===== src/rtl/srl_hs_pkg.sv =====
// shared types, constants and helpers for the serial rumble link handshake core
// no dependencies; used by srl_hs_step, srl_hs_out_reg and the top level

package srl_hs_pkg;

  // handshake stage codes
  localparam logic [2:0] PH_IDENT   = 3'd0;
  localparam logic [2:0] PH_CONF1   = 3'd1;
  localparam logic [2:0] PH_CONF2   = 3'd2;
  localparam logic [2:0] PH_POLL    = 3'd3;
  localparam logic [2:0] PH_RESYNC  = 3'd4;

  // number of identification words
  localparam logic [2:0] ID_COUNT   = 3'd4;

  // protocol words
  localparam logic [15:0] START_LOW  = 16'h8002;
  localparam logic [15:0] DONE_HIGH  = 16'h8000;
  localparam logic [31:0] CONF1_WORD = 32'h1000_0010;
  localparam logic [31:0] CONF2_WORD = 32'h2000_0013;
  localparam logic [31:0] OFF_WORD   = 32'h4000_0004;
  localparam logic [31:0] POLL_WORD  = 32'h3000_0003;
  localparam logic [31:0] ON_WORD    = 32'h4000_0026;

  // rumble polls answered with rumble-on after a request
  localparam logic [1:0] HOLD_POLLS  = 2'd2;

  // one processed transaction, handed from the step logic to the output register
  typedef struct packed {
    logic        load;
    logic        has_tx;
    logic [31:0] tx_word;
  } step_res_t;

  // fixed identification words
  function automatic logic [15:0] id_word(input logic [1:0] idx);
    logic [15:0] w;
    case (idx)
      2'd0:    w = 16'h494E;
      2'd1:    w = 16'h544E;
      2'd2:    w = 16'h4E45;
      default: w = 16'h4F44;
    endcase
    return w;
  endfunction

endpackage


===== src/rtl/srl_hs_step.sv =====
// handshake state registers and the single-pass next-state and answer logic
// depends on srl_hs_pkg

module srl_hs_step (
  input  logic                  clk,
  input  logic                  rst_n,
  input  logic                  go_i,
  input  logic [31:0]           rx_word_i,
  input  logic                  rumble_request_i,
  output srl_hs_pkg::step_res_t res_o
);

  logic [2:0]  phase_r, phase_nxt;
  logic [2:0]  id_index_r, id_index_nxt;
  logic [15:0] sent_high_r, sent_high_nxt;
  logic [15:0] sent_low_r, sent_low_nxt;
  logic [1:0]  hold_count_r, hold_count_nxt;
  logic        has_tx;
  logic [31:0] tx_word;
  logic [15:0] rx_hi;
  logic [15:0] rx_lo;
  logic [2:0]  idx_v;
  logic [1:0]  hold_v;

  assign rx_hi = rx_word_i[31:16];
  assign rx_lo = rx_word_i[15:0];

  // next state and answer for the transaction in the input register
  always_comb begin
    phase_nxt      = phase_r;
    id_index_nxt   = id_index_r;
    sent_high_nxt  = sent_high_r;
    sent_low_nxt   = sent_low_r;
    hold_count_nxt = hold_count_r;
    has_tx         = 1'b1;
    tx_word        = '0;
    idx_v          = id_index_r;
    hold_v         = hold_count_r;
    case (phase_r)
      srl_hs_pkg::PH_IDENT: begin
        if (rx_hi == sent_low_r) begin
          if (id_index_r < srl_hs_pkg::ID_COUNT) begin
            if (rx_word_i == ~{sent_high_r, sent_low_r}) begin
              idx_v = 3'(id_index_r + 3'd1);
            end
          end
        end else begin
          idx_v = '0;
        end
        if ((rx_hi == sent_low_r) && (id_index_r >= srl_hs_pkg::ID_COUNT) &&
            (rx_lo == srl_hs_pkg::START_LOW)) begin
          phase_nxt = srl_hs_pkg::PH_CONF1;
          tx_word   = srl_hs_pkg::CONF1_WORD;
        end else begin
          id_index_nxt  = idx_v;
          sent_high_nxt = (idx_v < srl_hs_pkg::ID_COUNT) ?
                          srl_hs_pkg::id_word(idx_v[1:0]) : srl_hs_pkg::DONE_HIGH;
          sent_low_nxt  = ~rx_lo;
          tx_word       = {sent_high_nxt, sent_low_nxt};
        end
      end
      srl_hs_pkg::PH_CONF1: begin
        if (rx_word_i == srl_hs_pkg::CONF1_WORD) begin
          tx_word   = srl_hs_pkg::CONF2_WORD;
          phase_nxt = srl_hs_pkg::PH_CONF2;
        end else begin
          phase_nxt = srl_hs_pkg::PH_RESYNC;
        end
      end
      srl_hs_pkg::PH_CONF2: begin
        if (rx_word_i == srl_hs_pkg::CONF2_WORD) begin
          tx_word   = srl_hs_pkg::OFF_WORD;
          phase_nxt = srl_hs_pkg::PH_POLL;
        end else begin
          phase_nxt = srl_hs_pkg::PH_RESYNC;
        end
      end
      srl_hs_pkg::PH_POLL: begin
        if (rx_word_i == srl_hs_pkg::POLL_WORD) begin
          hold_v = rumble_request_i ? srl_hs_pkg::HOLD_POLLS : hold_count_r;
          if (hold_v != 2'd0) begin
            hold_count_nxt = 2'(hold_v - 2'd1);
            tx_word        = srl_hs_pkg::ON_WORD;
          end else begin
            hold_count_nxt = hold_v;
            tx_word        = srl_hs_pkg::OFF_WORD;
          end
        end else begin
          phase_nxt = srl_hs_pkg::PH_RESYNC;
        end
      end
      default: begin
        // resync, also taken by codes that never arise
        phase_nxt     = srl_hs_pkg::PH_IDENT;
        id_index_nxt  = '0;
        sent_high_nxt = '0;
        sent_low_nxt  = '0;
        has_tx        = 1'b0;
      end
    endcase
  end

  // state registers advance once per processed transaction
  always_ff @(posedge clk) begin
    if (!rst_n) begin
      phase_r      <= srl_hs_pkg::PH_IDENT;
      id_index_r   <= '0;
      sent_high_r  <= '0;
      sent_low_r   <= '0;
      hold_count_r <= '0;
    end else if (go_i) begin
      phase_r      <= phase_nxt;
      id_index_r   <= id_index_nxt;
      sent_high_r  <= sent_high_nxt;
      sent_low_r   <= sent_low_nxt;
      hold_count_r <= hold_count_nxt;
    end
  end

  assign res_o.load    = go_i;
  assign res_o.has_tx  = has_tx;
  assign res_o.tx_word = tx_word;

  // identification index never passes the word count
  a_idx_range: assert property (@(posedge clk) disable iff (!rst_n)
    id_index_r <= srl_hs_pkg::ID_COUNT)
    else $error("id index out of range");

  // rumble hold never exceeds the poll count
  a_hold_range: assert property (@(posedge clk) disable iff (!rst_n)
    hold_count_r <= srl_hs_pkg::HOLD_POLLS)
    else $error("hold count out of range");

  // only the five real stages are ever reached
  a_phase_range: assert property (@(posedge clk) disable iff (!rst_n)
    phase_r <= srl_hs_pkg::PH_RESYNC)
    else $error("unused stage code reached");

  // a resync step sends nothing and returns to identification with cleared identification state
  a_resync: assert property (@(posedge clk) disable iff (!rst_n)
    (go_i && phase_r == srl_hs_pkg::PH_RESYNC) |->
      (!has_tx ##1 (phase_r == srl_hs_pkg::PH_IDENT && id_index_r == 3'd0 &&
                    sent_low_r == 16'd0)))
    else $error("resync step misbehaved");

  // hold count changes only on a processed poll
  a_hold_only_poll: assert property (@(posedge clk) disable iff (!rst_n)
    !(go_i && phase_r == srl_hs_pkg::PH_POLL) |=> $stable(hold_count_r))
    else $error("hold count changed outside a poll");

endmodule


===== src/rtl/srl_hs_out_reg.sv =====
// output register holding the answer word until the receiver takes it
// depends on srl_hs_pkg

module srl_hs_out_reg (
  input  logic                  clk,
  input  logic                  rst_n,
  input  srl_hs_pkg::step_res_t res_i,
  input  logic                  out_ready,
  output logic                  out_valid,
  output logic [31:0]           out_tx_word
);

  logic        valid_r;
  logic [31:0] word_r;

  // control: load on a processed transaction, drop when taken
  always_ff @(posedge clk) begin
    if (!rst_n) begin
      valid_r <= 1'b0;
    end else if (res_i.load) begin
      valid_r <= res_i.has_tx;
    end else if (out_ready) begin
      valid_r <= 1'b0;
    end
  end

  // payload
  always_ff @(posedge clk) begin
    if (res_i.load && res_i.has_tx) begin
      word_r <= res_i.tx_word;
    end
  end

  assign out_valid   = valid_r;
  assign out_tx_word = word_r;

endmodule


===== src/rtl/serial_rumble_link_handshake_core.sv =====
// serial rumble link handshake: input register, step logic and output register
// depends on srl_hs_pkg, srl_hs_step and srl_hs_out_reg
//
// Usage:
//   Input channel in_valid/in_ready carries one received serial word
//   (in_rx_word) and the software rumble request (in_rumble_request).
//   Result channel out_valid/out_ready carries the word to send next
//   (out_tx_word); each result transaction starts one serial transfer.
//   A received word produces zero or one result: the resync step that
//   follows a mismatch produces none.
//   An accepted transaction passes the input register, then the output
//   register, before it is answered.
//   Throughput: one transaction per cycle while out_ready stays high; all work
//   is one pass of compare and select logic between input and output registers.
//   Stall: while out_ready is low and a result waits, the transaction in
//   the input register holds and in_ready falls once that register is full.
//   Reset (rst_n low, synchronous): clears the handshake stage, the
//   identification progress, the last answer and the rumble hold, and
//   empties both registers.

module serial_rumble_link_handshake_core (
  input  logic        clk,
  input  logic        rst_n,
  input  logic        in_valid,
  output logic        in_ready,
  input  logic [31:0] in_rx_word,
  input  logic        in_rumble_request,
  output logic        out_valid,
  input  logic        out_ready,
  output logic [31:0] out_tx_word
);

  logic                  stg_valid_r;
  logic [31:0]           stg_rx_word_r;
  logic                  stg_req_r;
  logic                  go;
  srl_hs_pkg::step_res_t res;

  // process when the output register is free or being emptied
  assign go       = stg_valid_r && (!out_valid || out_ready);
  assign in_ready = !stg_valid_r || go;

  // input register control
  always_ff @(posedge clk) begin
    if (!rst_n) begin
      stg_valid_r <= 1'b0;
    end else if (in_ready) begin
      stg_valid_r <= in_valid;
    end
  end

  // input register payload
  always_ff @(posedge clk) begin
    if (in_valid && in_ready) begin
      stg_rx_word_r <= in_rx_word;
      stg_req_r     <= in_rumble_request;
    end
  end

  srl_hs_step u_step (
    .clk              (clk),
    .rst_n            (rst_n),
    .go_i             (go),
    .rx_word_i        (stg_rx_word_r),
    .rumble_request_i (stg_req_r),
    .res_o            (res)
  );

  srl_hs_out_reg u_out_reg (
    .clk         (clk),
    .rst_n       (rst_n),
    .res_i       (res),
    .out_ready   (out_ready),
    .out_valid   (out_valid),
    .out_tx_word (out_tx_word)
  );

endmodule


===== config.mk =====
export PLATFORM = sky130hd
export DESIGN_NAME = serial_rumble_link_handshake_core
export DESIGN_NICKNAME = d
export VERILOG_FILES = /design/src/rtl/srl_hs_pkg.sv /design/src/rtl/srl_hs_step.sv /design/src/rtl/srl_hs_out_reg.sv /design/src/rtl/serial_rumble_link_handshake_core.sv
export SDC_FILE = /design/constraint.sdc
export NUM_CORES = 1
export LEC_CHECK = 0
export BUFFER_PORTS_ARGS = -buffer_cell sky130_fd_sc_hd__buf_4
export CORE_MARGIN = 2
export CORE_UTILIZATION = 60
export DETAILED_ROUTE_END_ITERATION = 12
export GPL_TIMING_DRIVEN = 1
export HOLD_SLACK_MARGIN = 0.15
export PLACE_DENSITY = 0.93
export SYNTH_ARGS = -nofsm -noshare
export SYNTH_HDL_FRONTEND = slang
export SYNTH_SLANG_ARGS = --single-unit

===== constraint.sdc =====
create_clock -name clk -period 7.53 [get_ports clk]
set_input_delay 1.1295 -clock clk [delete_from_list [all_inputs] [get_ports clk]]
set_output_delay 1.1295 -clock clk [all_outputs]
set_load 0.01 [all_outputs]

==> key figures <==
Outcome
  • Status: completed

Setup path
  • CP startpoint kind: flip-flop
  • CP required: 7.74 ns
  • Top Family by Delay on Critical Path: simple AND/OR/NAND/NOR gates
  • Buf/Inv on CP: 0
  • CP max stage delay: 1.06 ns
  • Crit-path max FO: 16
  • Worst EP arrival: 3.72 ns
  • CP Class: reg -> reg
  • CP max-delay cell: o21ai_1
  • CP endpoint kind: flip-flop
  • Worst path cell trace: xor2_1 -> nor4_1 -> nand4_1 -> o21ai_1 -> nor3b_2 -> mux2i_1 -> nor2_1

Route
  • Vias post-DR: between 3,000 and 4,000
  • Via density per instance: roughly 5.9
  • DR WL/cell: 18.15 um
  • DRC: 0
  • Pre-Repair DR Iteration Count: 6
  • DR iter-0 viols: roughly 290
  • Total wire length: just under 10 mm
  • Final ANT Viol Nets: 0

Clock tree
  • Postcts setup bufs: 0
  • CTS Buf Count: 9
  • H-tree depth: 3
  • Post-CTS Hold Buffers: 0
  • Post-CTS sizing: 0
  • Clock latency on the worst-skew pair: 0.36 ns
  • CTS root buf: clkbuf_8
  • Worst-path clk slew: roughly 0.09 ns
  • CTS tree: done
  • CTS sink count: 94
  • Max clock buf depth: 2

Yosys
  • Synth Area in Simple Gates: 0.1918
  • Mux cell area share after synthesis: 0.01186
  • Post-synth ARST share: 0
  • Register area share after synthesis: 0.5880
  • Syn_area_per_cell: ~11 um^2
  • Yosys cell types: between 50 and 60
  • Cell Area, Synth: 0.004222 mm^2
  • Synth Area in XOR/XNOR: 0.08714
  • Synth Flop Type: edfxtp_1
  • Gate Count Post-Synth: 379
  • Compound-Gate Fraction of Synth Area: 0.07587
  • Yosys warnings: 0
  • Largest family of logic cells by synthesized area: simple AND/OR/NAND/NOR gates
  • EDFF count, synth: 60
  • Synth Register Bits: 94
  • Synth Area in Adders: 0.002964

Power and ir drop
  • Max IR drop VDD: approximately 0.16 mV
  • Pwr/cell area: 203.6 mW/mm^2
  • Leak: roughly 1.9 nW
  • Total power: about 1.0 mW

Global route
  • Total GRT Usage: 0.2744
  • Vias in the first global route: between 3,000 and 4,000
  • Global-route wire length before repair: between 15 and 20 mm
  • GRT Residual Overflow: 0
  • Initial antenna violation count: 0
  • Pin count of the biggest net entering global routing: 34

STA
  • Slew headroom: 0.2322
  • Count of pins over their slew limit: 0
  • Final setup TNS: 0 ns
  • Max Fclk: about 280 MHz
  • Setup violators final: 0
  • Final Cycle Share: 0.4663
  • Skew final: 0.008383 ns
  • Worst Max-Slew Pin Slew: around 1.1 ns
  • RSZ-0062 raised after global routing: no
  • Crit path time final: 3.511 ns
  • Hold slack: roughly 0.46 ns
  • Fin. Hold Viols: 0
  • PnR worst setup slack: 4.019 ns

Run
  • MaxCap Viol Count: 0

Finish
  • Final core utilization: 0.7230
  • Final #Nets: 480
  • Cell area after layout: a little under 0.005 mm^2
  • Most frequent cells in the layout: 70 x buf_4, 64 x nor2_1, 60 x edfxtp_1
  • Layout cells sized above 1: 0.2085
  • Fin cells: between 500 and 600
  • Diodes inserted: 0
  • Area added between synthesis and finish: 16.36%
  • Fillcell total: about 480
  • Commonest non-fill, non-tap cell in the layout: buf_4

Placed design
  • GP Congestion: 0.8778
  • Post-placement worst setup slack: between 4 and 5 ns
  • HPWL Detailed: ~7.2 mm
  • Placed cells: roughly 530
  • Placed cell area: ~0.0047 mm^2
  • Port Buf Inserts: between 60 and 70

Floorplan
  • Boundary Pins: 71
  • Die area: 0.007723 mm^2
  • Die Span X: 87.88 um
  • Core Box Area: roughly 0.0068 mm^2
  • Core Rows: 30
  • Die Y: roughly 90 um
  • Initial core utilization: 0.6214

Min path
  • Worst Hold Class: reg -> reg
[synthesized netlist by cell type (3+ instances only)]
| master | n | area (um^2) |
|---|---|---|
| inv_1 | 6 | 22.52 |
| nor2b_1 | 4 | 25.02 |
| or3_1 | 6 | 37.54 |
| a22oi_1 | 3 | 22.52 |
| nand3_1 | 7 | 35.03 |
| xnor2_1 | 4 | 35.03 |
| nor4_1 | 13 | 81.33 |
| o21ai_1 | 7 | 35.03 |
| buf_6 | 3 | 33.78 |
| and2_1 | 4 | 25.02 |
| edfxtp_1 | 60 | 1802 |
| buf_4 | 5 | 37.54 |
| nand2b_1 | 3 | 18.77 |
| clkbuf_1 | 9 | 33.78 |
| and3_1 | 4 | 25.02 |
| o21ai_0 | 4 | 20.02 |
| dfxtp_1 | 34 | 680.7 |
| mux2i_1 | 5 | 50.05 |
| nand2_1 | 23 | 86.33 |
| xor2_1 | 38 | 332.8 |
| nor2_1 | 65 | 244.0 |
| nand4_1 | 7 | 43.79 |
| a21oi_1 | 27 | 135.1 |
| nor3_1 | 4 | 20.02 |
[flip-flops by register name, indices dropped and copies added, names as in the netlist]
| name | count |
|---|---|
| u_step.id_index_r | 3 |
| u_step.sent_high_r | 8 |
| u_out_reg.out_tx_word | 27 |
| stg_rx_word_r | 32 |
| stg_valid_r | 1 |
| u_step.phase_r | 3 |
| stg_req_r | 1 |
| u_step.sent_low_r | 16 |
| u_step.hold_count_r | 2 |
| u_out_reg.out_valid | 1 |
[metal layers]
layer	vias to the layer above	share of wire	GRT usage
met2	160	0.50	0.4552
met3	24	0.072	0.06880
met5	-	0	0
met4	0	0.023	0.1077
met1	1557	0.41	0.3473
li1	1468	-	-
[power breakdown]
group / internal, mW / switching, mW / leakage [nW]
Clock: 0.151 / 0.174 / 0.0927
Sequential: 0.572 / 0.0222 / 0.836
Combinational: 0.0373 / 0.0440 / 1.00
[cells by family after synthesis]
logic type	Yosys count
XOR/XNOR	42
adder cells (fa/ha/maj)	1
AO/OA/AOI/OAI	54
AND/OR/NAND/NOR	156
flip-flops	94
multiplexers	5
buffers and inverters	26
other	1
[layout make-up]
class / instances / area (um^2) / area share
well taps: 96 / 120.1 / 0.02445
flip-flops and latches: 94 / 2482 / 0.5053
repair buffers: 70 / 525.5 / 0.1070
inverters: 6 / 22.52 / 0.004585
multi-input cells: 261 / 1574 / 0.3204
clock inverters: 6 / 63.81 / 0.01299
clock buffers: 9 / 123.9 / 0.02522
[worst paths after layout]
| kind | startpoint | endpoint | slack (ns) | depth (start not counted) |
|---|---|---|---|---|
| max | stg_rx_word_r[23] | u_step.phase_r[0] | 4.02 | 7 |
| min | u_step.hold_count_r[1] | u_step.hold_count_r[1] | 0.46 | 2 |
| max reg2reg | stg_rx_word_r[23] | u_step.phase_r[0] | 4.02 | 7 |
| min reg2reg | u_step.hold_count_r[1] | u_step.hold_count_r[1] | 0.46 | 2 |
[worst reg2reg max path, cell delays in order (launching register included)]
cell and delay (ns):
edfxtp_1 0.43, xor2_1 0.16, nor4_1 0.42, nand4_1 0.51
o21ai_1 1.07, nor3b_2 0.48, mux2i_1 0.23, nor2_1 0.06
Note: power is estimated with default switching activity, not from simulation.
